## src/rtl/core/bdq_pkg.sv

```systemverilog
// Shared types and constants for the bounded deque.
// No dependencies; every other file in rtl/core depends on this package.
package bdq_pkg;

  localparam int DEPTH_DEF = 16;
  localparam int DATA_W    = 32;
  localparam int CAP_W     = 5;
  localparam int CMD_W     = 3;
  localparam int STAT_W    = 2;

  localparam logic [CAP_W-1:0]         CAP_RESET  = CAP_W'(16);
  localparam logic signed [DATA_W-1:0] EMPTY_WORD = -DATA_W'(1);

  typedef enum logic [CMD_W-1:0] {
    CMD_PUSH_FRONT = 3'd0,
    CMD_PUSH_REAR  = 3'd1,
    CMD_POP_FRONT  = 3'd2,
    CMD_POP_REAR   = 3'd3,
    CMD_PEEK_FRONT = 3'd4,
    CMD_PEEK_REAR  = 3'd5
  } cmd_t;

  typedef enum logic [STAT_W-1:0] {
    ST_DONE  = 2'd0,
    ST_FULL  = 2'd1,
    ST_EMPTY = 2'd2
  } status_t;

endpackage

```

## src/rtl/core/bdq_if.sv

```systemverilog
// Valid/ready channel interfaces for command words and result words.
// Depends on bdq_pkg for field widths and the status type.
interface bdq_in_if;
  logic                                 valid;
  logic                                 ready;
  logic [bdq_pkg::CMD_W-1:0]            cmd;
  logic signed [bdq_pkg::DATA_W-1:0]    value;

  modport source (output valid, output cmd, output value, input ready);
  modport sink   (input valid, input cmd, input value, output ready);
endinterface

interface bdq_out_if;
  logic                                 valid;
  logic                                 ready;
  logic signed [bdq_pkg::DATA_W-1:0]    data_out;
  bdq_pkg::status_t                     status;
  logic                                 now_empty;
  logic                                 now_full;

  modport source (output valid, output data_out, output status, output now_empty,
                  output now_full, input ready);
  modport sink   (input valid, input data_out, input status, input now_empty,
                  input now_full, output ready);
endinterface

```

## src/rtl/core/bdq_mem.sv

```systemverilog
// Circular word store: one write port, one read port, registered read data.
// Depends on bdq_pkg for the word width.
module bdq_mem #(
  parameter int DEPTH = bdq_pkg::DEPTH_DEF
) (
  input  logic                              clk,
  input  logic                              wr_en,
  input  logic [$clog2(DEPTH)-1:0]          wr_addr,
  input  logic signed [bdq_pkg::DATA_W-1:0] wr_data,
  input  logic                              rd_en,
  input  logic [$clog2(DEPTH)-1:0]          rd_addr,
  output logic signed [bdq_pkg::DATA_W-1:0] rd_data
);
  import bdq_pkg::*;

  logic signed [DATA_W-1:0] mem [DEPTH];

  always_ff @(posedge clk) begin
    if (wr_en) begin
      mem[wr_addr] <= wr_data;
    end
  end

  always_ff @(posedge clk) begin
    if (rd_en) begin
      rd_data <= mem[rd_addr];
    end
  end

endmodule

```

## src/rtl/core/bounded_deque.sv

```systemverilog
// Bounded double-ended queue of signed 32-bit words: top level.
// Depends on bdq_pkg, the channel interfaces in bdq_if.sv and bdq_mem.
//
// The block holds up to min(capacity, DEPTH) words in a circular store
// addressed by a head index (front word), a tail index (slot past the rear
// word) and a count. One command word is taken at a time and gives exactly
// one result word with the popped or peeked data (-1 when empty, 0 for
// pushes and unused codes), a status and the empty/full flags after the
// command. Pushes, refused pushes, commands on an empty queue and unused
// codes go straight to the output register; a pop or peek of a live word
// first reads the store's registered port. A result waiting in the output
// register does not block the next command if it is taken in the same
// cycle. Capacity is written through cfg_we/cfg_wdata; the user must do so
// only while the block is idle, as the block does not enforce it. It resets
// to 16; a value above DEPTH acts as DEPTH, and lowering it below the count
// keeps the words but refuses pushes. Store contents have no reset and need
// no clearing pass: only slots holding live words are ever read.
module bounded_deque #(
  parameter int DEPTH = bdq_pkg::DEPTH_DEF
) (
  input  logic                       clk,
  input  logic                       rst_n,
  bdq_in_if.sink                     in_ch,
  bdq_out_if.source                  out_ch,
  input  logic                       cfg_we,
  input  logic [bdq_pkg::CAP_W-1:0]  cfg_wdata
);
  import bdq_pkg::*;

  localparam int IDX_W = $clog2(DEPTH);
  localparam int CNT_W = $clog2(DEPTH + 1);
  localparam int LIM_W = (CNT_W > CAP_W) ? CNT_W : CAP_W;
  localparam logic [IDX_W-1:0] IDX_LAST = IDX_W'(DEPTH - 1);
  localparam logic [LIM_W-1:0] DEPTH_L  = LIM_W'(DEPTH);

  typedef enum logic [1:0] {
    S_IDLE = 2'b01,
    S_READ = 2'b10
  } state_t;

  state_t                    state_r, state_nxt;
  logic [CAP_W-1:0]          cap_r;
  logic [IDX_W-1:0]          head_r, head_nxt;
  logic [IDX_W-1:0]          tail_r, tail_nxt;
  logic [CNT_W-1:0]          count_r, count_nxt;

  logic                      out_valid_r, out_valid_nxt;
  logic signed [DATA_W-1:0]  out_data_r, out_data_nxt;
  status_t                   out_status_r, out_status_nxt;
  logic                      out_empty_r, out_empty_nxt;
  logic                      out_full_r, out_full_nxt;
  logic                      pend_empty_r, pend_empty_nxt;
  logic                      pend_full_r, pend_full_nxt;

  logic                      accept;
  cmd_t                      cmd;
  logic [LIM_W-1:0]          cap_l, lim;
  logic                      full_now, empty_now;
  logic [IDX_W-1:0]          head_prev, head_next, tail_prev, tail_next;

  logic                      wr_en, rd_en;
  logic [IDX_W-1:0]          wr_addr, rd_addr;
  logic signed [DATA_W-1:0]  rd_data;

  // Take a command only between reads, and only when the output register
  // is free or being drained this cycle.
  assign in_ch.ready = (state_r == S_IDLE) && (!out_valid_r || out_ch.ready);
  assign accept      = in_ch.valid && in_ch.ready;
  assign cmd         = cmd_t'(in_ch.cmd);

  // Effective capacity is min(capacity, DEPTH).
  assign cap_l     = LIM_W'(cap_r);
  assign lim       = (cap_l > DEPTH_L) ? DEPTH_L : cap_l;
  assign full_now  = LIM_W'(count_r) >= lim;
  assign empty_now = (count_r == '0);

  // Wrap the indices around the ring.
  assign head_prev = (head_r == '0) ? IDX_LAST : head_r - IDX_W'(1);
  assign head_next = (head_r == IDX_LAST) ? '0 : head_r + IDX_W'(1);
  assign tail_prev = (tail_r == '0) ? IDX_LAST : tail_r - IDX_W'(1);
  assign tail_next = (tail_r == IDX_LAST) ? '0 : tail_r + IDX_W'(1);

  always_comb begin
    state_nxt      = state_r;
    head_nxt       = head_r;
    tail_nxt       = tail_r;
    count_nxt      = count_r;
    out_valid_nxt  = out_valid_r && !out_ch.ready;
    out_data_nxt   = out_data_r;
    out_status_nxt = out_status_r;
    out_empty_nxt  = out_empty_r;
    out_full_nxt   = out_full_r;
    pend_empty_nxt = pend_empty_r;
    pend_full_nxt  = pend_full_r;
    wr_en          = 1'b0;
    wr_addr        = tail_r;
    rd_en          = 1'b0;
    rd_addr        = head_r;

    unique case (state_r)
      S_IDLE: begin
        if (accept) begin
          // Default result: done, zero data; flags are patched below.
          out_data_nxt   = '0;
          out_status_nxt = ST_DONE;
          out_valid_nxt  = 1'b1;
          priority case (cmd)
            CMD_PUSH_FRONT, CMD_PUSH_REAR: begin
              if (full_now) begin
                out_status_nxt = ST_FULL;
              end else begin
                wr_en     = 1'b1;
                count_nxt = count_r + CNT_W'(1);
                if (cmd == CMD_PUSH_FRONT) begin
                  wr_addr  = head_prev;
                  head_nxt = head_prev;
                end else begin
                  wr_addr  = tail_r;
                  tail_nxt = tail_next;
                end
              end
            end
            CMD_POP_FRONT, CMD_PEEK_FRONT, CMD_POP_REAR, CMD_PEEK_REAR: begin
              if (empty_now) begin
                out_data_nxt   = EMPTY_WORD;
                out_status_nxt = ST_EMPTY;
              end else begin
                // Issue the read and park the result until data returns.
                rd_en         = 1'b1;
                out_valid_nxt = 1'b0;
                state_nxt     = S_READ;
                if (cmd == CMD_POP_FRONT || cmd == CMD_PEEK_FRONT) begin
                  rd_addr = head_r;
                end else begin
                  rd_addr = tail_prev;
                end
                if (cmd == CMD_POP_FRONT) begin
                  head_nxt  = head_next;
                  count_nxt = count_r - CNT_W'(1);
                end else if (cmd == CMD_POP_REAR) begin
                  tail_nxt  = tail_prev;
                  count_nxt = count_r - CNT_W'(1);
                end
              end
            end
            default: begin
              // Unused codes change nothing.
            end
          endcase
          out_empty_nxt  = (count_nxt == '0);
          out_full_nxt   = LIM_W'(count_nxt) >= lim;
          pend_empty_nxt = out_empty_nxt;
          pend_full_nxt  = out_full_nxt;
        end
      end
      S_READ: begin
        // Output register is free here: it was empty or drained at accept.
        out_valid_nxt  = 1'b1;
        out_data_nxt   = rd_data;
        out_status_nxt = ST_DONE;
        out_empty_nxt  = pend_empty_r;
        out_full_nxt   = pend_full_r;
        state_nxt      = S_IDLE;
      end
      default: begin
        state_nxt = S_IDLE;
      end
    endcase
  end

  always_ff @(posedge clk) begin
    if (!rst_n) begin
      state_r     <= S_IDLE;
      cap_r       <= CAP_RESET;
      head_r      <= '0;
      tail_r      <= '0;
      count_r     <= '0;
      out_valid_r <= 1'b0;
    end else begin
      state_r     <= state_nxt;
      head_r      <= head_nxt;
      tail_r      <= tail_nxt;
      count_r     <= count_nxt;
      out_valid_r <= out_valid_nxt;
      if (cfg_we) begin
        cap_r <= cfg_wdata;
      end
    end
  end

  always_ff @(posedge clk) begin
    out_data_r   <= out_data_nxt;
    out_status_r <= out_status_nxt;
    out_empty_r  <= out_empty_nxt;
    out_full_r   <= out_full_nxt;
    pend_empty_r <= pend_empty_nxt;
    pend_full_r  <= pend_full_nxt;
  end

  // A write and a read never land on the same edge: a push writes at its
  // own accept, and a later pop reads at a later accept.
  bdq_mem #(
    .DEPTH(DEPTH)
  ) u_mem (
    .clk     (clk),
    .wr_en   (wr_en),
    .wr_addr (wr_addr),
    .wr_data (in_ch.value),
    .rd_en   (rd_en),
    .rd_addr (rd_addr),
    .rd_data (rd_data)
  );

  assign out_ch.valid     = out_valid_r;
  assign out_ch.data_out  = out_data_r;
  assign out_ch.status    = out_status_r;
  assign out_ch.now_empty = out_empty_r;
  assign out_ch.now_full  = out_full_r;

endmodule
```

## src/flat_wrapper.sv

```systemverilog
// flat-port wrapper written by rule: the top's interface ports become plain ports
module bounded_deque_flat import bdq_pkg::*;
#(
  parameter int DEPTH = bdq_pkg::DEPTH_DEF
)
  (clk, rst_n, cfg_we, cfg_wdata, in_ch_valid, in_ch_cmd, in_ch_value, in_ch_ready, out_ch_valid, out_ch_data_out, out_ch_status, out_ch_now_empty, out_ch_now_full, out_ch_ready);
  bdq_in_if in_ch_i ();
  bdq_out_if out_ch_i ();
  input  logic clk;
  input  logic rst_n;
  input  logic cfg_we;
  input  logic [bdq_pkg::CAP_W-1:0] cfg_wdata;
  input wire logic [$bits(in_ch_i.valid)-1:0] in_ch_valid;
  input wire logic [$bits(in_ch_i.cmd)-1:0] in_ch_cmd;
  input wire logic [$bits(in_ch_i.value)-1:0] in_ch_value;
  output wire logic [$bits(in_ch_i.ready)-1:0] in_ch_ready;
  output wire logic [$bits(out_ch_i.valid)-1:0] out_ch_valid;
  output wire logic [$bits(out_ch_i.data_out)-1:0] out_ch_data_out;
  output wire logic [$bits(out_ch_i.status)-1:0] out_ch_status;
  output wire logic [$bits(out_ch_i.now_empty)-1:0] out_ch_now_empty;
  output wire logic [$bits(out_ch_i.now_full)-1:0] out_ch_now_full;
  input wire logic [$bits(out_ch_i.ready)-1:0] out_ch_ready;
  assign in_ch_i.valid = in_ch_valid;
  assign in_ch_i.cmd = in_ch_cmd;
  assign in_ch_i.value = in_ch_value;
  assign in_ch_ready = in_ch_i.ready;
  assign out_ch_valid = out_ch_i.valid;
  assign out_ch_data_out = out_ch_i.data_out;
  assign out_ch_status = out_ch_i.status;
  assign out_ch_now_empty = out_ch_i.now_empty;
  assign out_ch_now_full = out_ch_i.now_full;
  assign out_ch_i.ready = out_ch_ready;
  bounded_deque #(.DEPTH(DEPTH)) u_core (.clk(clk), .rst_n(rst_n), .in_ch(in_ch_i), .out_ch(out_ch_i), .cfg_we(cfg_we), .cfg_wdata(cfg_wdata));
endmodule
```

## config.mk

```make
export PLATFORM = sky130hd
export DESIGN_NAME = bounded_deque_flat
export DESIGN_NICKNAME = d
export VERILOG_FILES = /design/src/rtl/core/bdq_pkg.sv /design/src/rtl/core/bdq_if.sv /design/src/rtl/core/bdq_mem.sv /design/src/rtl/core/bounded_deque.sv /design/src/flat_wrapper.sv
export SDC_FILE = /design/constraint.sdc
export NUM_CORES = 1
export LEC_CHECK = 0
export BUFFER_PORTS_ARGS = -buffer_cell sky130_fd_sc_hd__buf_2
export CORE_UTILIZATION = 60
export DETAILED_ROUTE_END_ITERATION = 8
export PLACE_DENSITY_LB_ADDON = 0.05
export SKIP_LAST_GASP = 1
export SLEW_MARGIN = 10
export SYNTH_ARGS = -nofsm -noshare
export SYNTH_HDL_FRONTEND = slang
export SYNTH_HIERARCHICAL = 1
export SYNTH_SLANG_ARGS = --single-unit
```

## constraint.sdc

```tcl
create_clock -name clk -period 9.58 [get_ports clk]
set_input_delay 2.874 -clock clk [delete_from_list [all_inputs] [get_ports clk]]
set_output_delay 2.874 -clock clk [all_outputs]
set_load 0.1 [all_outputs]
```

Word-level counts from Yosys, hierarchy flattened
Memory sizes are Yosys's and may differ from the RTL's. A register that Yosys moved wholly into a read port is not among the register bits.
Index checks and enable logic that the tools add are counted.
- div/mod/pow operators: 0
- add/sub/neg operators: 6
- bitwise gates (word level): 1
- shift-type cells: 0
- equal/unequal tests: 17
- muxes and demuxes: 60
- $lt $le $gt $ge: 3
- reduce and logical (&&, ||, !) cells: 22
- $mul: 0
- operators with widths (cell ; count):
    2-to-1 mux 32 bit ; 3
    2-to-1 mux 4 bit ; 23
    case mux 32 bit (2 select lines) ; 1
    2-to-1 mux 5 bit ; 7
    2-to-1 mux 1 bit ; 16
    case mux 4 bit (2 select lines) ; 2
    greater-or-equal comparator 5 bit ; 2
    zero test 5 bit ; 2
    case mux 5 bit (2 select lines) ; 1
    adder 4 x 1 -> 4 bit (second input constant) ; 2
    == test 4 bit (second input constant) ; 2
    zero test 4 bit ; 2
    inequality test 2 x 1 -> 1 bit (second input constant) ; 4
    inequality test 2 bit (second input constant) ; 4
    case mux 2 bit (2 select lines) ; 2
    AND reduction 8 bit ; 1
    subtractor 4 x 1 -> 4 bit (second input constant) ; 2
    AND reduction 7 bit ; 1
    == test 3 x 2 -> 1 bit (second input constant) ; 2
    == test 3 bit (second input constant) ; 2
    case mux 1 bit (2 select lines) ; 3
    AND reduction 2 bit ; 3
    adder 5 x 1 -> 5 bit (second input constant) ; 1
    greater-than comparator 5 bit (second input constant) ; 1
    14 further kinds ; 20
- bits in writable memories: 512
- bits in registers: 59
- input bits: 45
- bits in read-only memories: 0
- memories: 1
- latch bits: 0
- memories (name ; depth ; bits a word ; read ports ; clocked after memory_dff ; wr ports ; line ; text):
    u_core.u_mem.mem ; 16 ; 32 ; 1 ; 1 ; 1 ; bdq_mem.sv:16 ; logic signed [DATA_W-1:0] mem [DEPTH];

Logic depth before layout (Yosys ltp)
- word-level depth: 10
- mapped depth: 15
- mapped depth without buffers: 15

Modules after synthesis
The synthesis kept the hierarchy.
- modules (own cells, without submodules) (module ; seq. area each (µm²) ; instances ; area each (µm²) ; cells each):
    bdq_mem ; 16335.7 ; 1 ; 20155.6 ; 838
    bounded_deque ; 1561.5 ; 1 ; 3236.9 ; 318

Worst setup path before layout
Ideal clock, no wire load.
- path kind: in2reg
- from: input port out_ch_ready
- to: memory u_core.u_mem.mem[0][0] (enable)
- path buffers: 1
- stages: 8
- required time: 9.119 ns
- library setup time: 0.461 ns
- arrival: 7.816 ns
- setup slack: 1.303 ns
- path through: nand2b_1 -> and2_1 -> nand2_1 -> clkbuf_1 -> nor3_1 -> mux2_2 -> or3b_2 -> nor3_1
- elaborated cells between the ends (all ways): 9
- classes of those cells: mux: 6; reduce/logical: 3
- RTL lines (what ; line ; text):
    start, declared ; flat_wrapper.sv:22 ; input wire logic [$bits(out_ch_i.ready)-1:0] out_ch_ready;
    logical OR 1 bit ; bounded_deque.sv:67 ; assign in_ch.ready = (state_r == S_IDLE) && (!out_valid_r || out_ch.ready);
    logical AND 1 bit ; bounded_deque.sv:67 ;
    via in_ch_ready ; flat_wrapper.sv:16 ; output wire logic [$bits(in_ch_i.ready)-1:0] in_ch_ready;
    logical AND 1 bit ; bounded_deque.sv:68 ; assign accept = in_ch.valid && in_ch.ready;
    2-to-1 mux 4 bit ; bounded_deque.sv:102 ; if (accept) begin
    2-to-1 mux 4 bit ; bounded_deque.sv:100 ; unique case (state_r)
    via u_core.wr_addr[3] ; bounded_deque.sv:62 ; logic [IDX_W-1:0] wr_addr, rd_addr;
    end, declared ; bdq_mem.sv:16 ;
The timed path passes the listed nets, and every way through them passes these cells.

Final worst setup path
- from: input port out_ch_ready
- to: output port in_ch_ready
- longest elaborated chain between the ends: 2
- RTL lines (what ; line):
    logical OR 1 bit ; bounded_deque.sv:67
    logical AND 1 bit ; bounded_deque.sv:67
    end, declared ; flat_wrapper.sv:16
No other way between the ends.

==> flow_summary.json <==
{
  "ys_top_cells_by_count": "582 x edfxtp_1, 128 x mux4_2, 65 x a22oi_1",
  "pin_count": 83,
  "cts_resized": 0,
  "vias": 11500,
  "power_frac_clock_pct": 35.3,
  "routabilityCongestion": 0.850,
  "areaGrowthSynthToFinish_pct": 13.0,
  "rows": 71,
  "cp_max_fo": 3,
  "fillerInstances": 2401,
  "die_w_microns": 199,
  "reg2reg_slack_ps": 4630,
  "root_buffer": "clkbuf_16",
  "p_sw_mw": 1.71,
  "worst_r2r_path_depth": 11,
  "critPathCapture": "in_ch_ready",
  "cts_buffers": 59,
  "drt_first_pass_iters": 5,
  "grtUsageTotal_pct": 25.3,
  "switching_share_pct": 26.9,
  "synthTopCellsByArea": "edfxtp_1 75%, mux4_2 12%, a22oi_1 2.1%, dfxtp_1 1.8%, a21o_1 1.2%",
  "drtIter0Drc": 1036,
  "drc": 0,
  "synth-seq-cells": 603,
  "synth_cell_types": 54,
  "cp.arrival_ps": 3640,
  "max_cap_viol_count": 0,
  "synth_edf_count": 582,
  "synth_area_leader_cell": "edfxtp_1",
  "finClkSkew_ps": 25.4,
  "synth-seq-area-share_pct": 76.5,
  "start_kind": "input port",
  "rr_endpoint": "u_core/u_mem/mem[12][9]",
  "synthCells": 1156,
  "finalNetCount": 1323,
  "finalSetupTns_ps": 0,
  "reg2reg_from": "u_core/count_r[0]",
  "critPathKind": "input port to output port",
  "crit_path_end_kind": "output port",
  "crit_start": "out_ch_ready",
  "cts_sinks": 603,
  "finalWirelength_mm": 48.0,
  "cts_tree": "yes",
  "finalSetupViolations": 0,
  "io_buffers": 82,
  "p_int_mw": 4.66,
  "p_per_area_mw_per_mm2": 241,
  "synthFlopType": "edfxtp_1",
  "holdWs_ps": 519,
  "fin_crit_sh_pct": 68.0,
  "worst_slew_pin_slew_ps": 1210,
  "insertion_delay_ps": 610,
  "drtAntennaViolNets": 0,
  "crit_required_ps": 6710,
  "comb_power_share_pct": 16.8,
  "num_antenna_cells": 0,
  "hold_class": "flop to flop",
  "clock_path_buffers": 3,
  "fp.dieArea_sq_mm": 0.0398,
  "synth.most_common_cell": "edfxtp_1",
  "drive_gt1_share_pct": 26.8,
  "avgSynthCellArea_sq_um": 20.2,
  "fin_crit_ps": 6520,
  "status": "completed",
  "synthesis.nets": 1218,
  "final_util_pct": 69.5,
  "max_freq_mhz": 153,
  "yosys_warnings": 6,
  "coreArea_sq_mm": 0.0380,
  "routedWlPerCell_microns": 26.3,
  "final-instance-count-excl-fill": 1823,
  "grt_max_degree": 129,
  "dpl.hpwl_mm": 25.7,
  "slew_headroom_pct": 18.7,
  "path_clk_slew_ps": 60,
  "power_leakage_nw": 8.69,
  "p_seq_share_pct": 47.9,
  "vdd_drop_max_mv": 0.206,
  "grt_pass1_vias": 11600,
  "die_y_microns": 199,
  "slew_violations": 0,
  "ctsHoldBuffers": 0,
  "htreeDepth": 2,
  "antenna_found_initial": 1,
  "viasPerCell": 6.30,
  "dp.cells": 1711,
  "cts_setup_buffers": 0,
  "async_reset_ff_share_pct": 0,
  "rsz0062_at_grt": "no",
  "syn_area_sq_mm": 0.0234,
  "grt-ovfl-total": 0,
  "grt_pass1_wl_mm": 71.8,
  "initial_utilization_pct": 61.5,
  "synth.top_cell.area_share_pct": 74.7,
  "hold_viol_final": 0
}
state kept, by name (all words and copies together), names as in the netlist, 4 cells and up:
name,count
u_core/cap_l,5
u_core/count_r,5
u_core/head_r,4
u_core/out_ch.data_out,32
u_core/tail_r,4
u_core/u_mem/mem,512
u_core/u_mem/rd_data,32
routing by layer:
layer | track usage (%) | vias up | share of wire (%)
li1 | - | 4971 | -
met1 | 36.8 | 5981 | 43
met2 | 40.4 | 447 | 48
met3 | 4.07 | 75 | 7.2
met4 | 7.61 | 2 | 1.9
met5 | 0 | - | 0.027
worst min-delay path by stage:
stage	from	end	cells past startpoint
after global routing	u_core/u_mem/rd_data[24]	u_core/out_ch.data_out[24]	1
after detailed placement	u_core/u_mem/rd_data[2]	u_core/out_ch.data_out[2]	1
final	u_core/u_mem/rd_data[29]	u_core/out_ch.data_out[29]	1
after global placement	u_core/cap_l[0]	u_core/cap_l[0]	2
after CTS	u_core/u_mem/rd_data[25]	u_core/out_ch.data_out[25]	1
after floorplan	u_core/cap_l[0]	u_core/cap_l[0]	2
worst max-delay path, stage by stage:
cell      delay [ps]
buf_2             70
nand2b_1         130
and2_1           150
buf_2            420
per-stage QoR:
stage / area [sq um] / worst slack (ps) / total power [mW]
after floorplan: 23400 / 1300 / 3.93
after global routing: 26400 / 2980 / 6.59
after global placement: 24500 / 2830 / 4.17
final: 26400 / 3060 / 6.37
after CTS: 26400 / 3060 / 6.42
after detailed placement: 24500 / 2660 / 4.18
cells by family after synthesis:
group                      synth area share, %
AOI/OAI and AO/OA                         4.95
xor gates and xnor gates                 0.300
adders and majority gates                0.909
buffers and inverters                     1.43
DFF                                       76.5
muxes                                     12.8
and+or+nand+nor                           3.13
power groups by stage:
stage / sequential [mW] / combinational (mW) / clock [mW]
finish: 3.05 / 1.07 / 2.25
global route: 3.06 / 1.13 / 2.39
CTS: 3.05 / 1.08 / 2.29
detailed placement: 3.11 / 1.07 / 0
global placement: 3.11 / 1.07 / 0
floorplan: 3.41 / 0.518 / 0
area by class of cell:
class | instances | area, sq um | share of cell area, %
repair buffers | 103 | 593 | 2.24
multi-input cells | 478 | 5340 | 20.2
clock buffers | 77 | 1610 | 6.07
flip-flops and latches | 603 | 17900 | 67.7
clock inverters | 35 | 303 | 1.15
well taps | 511 | 639 | 2.42
inverters | 16 | 60.1 | 0.227
cell usage in the layout (no fill, tap or decap), types with 4 or more instances in the layout:
cell       Yosys  routed
edfxtp_1     582     582
mux4_2       128     128
buf_2          7      82
a22oi_1       65      65
clkbuf_16      0      60
nand2_1       60      60
a21o_1        36      36
nor2_1        36      22
dfxtp_1       21      21
buf_4         10      19
inv_1         16      16
ha_1          17      16
o21ai_0       17      15
clkinv_1       0      14
a21oi_1       15      14
nor2_4         0      14
clkbuf_1      30      13
clkinv_2       0      12
nor2b_1       13      11
nand2b_1       8       8
mux2i_1        7       7
xnor2_1        6       6
bufinv_16      0       5
a31oi_1        5       5
nor3_2         0       5
clkbuf_8       0       4
nor3_1         9       4
nand3_1        4       4
Power figures use the tool's default switching activity.
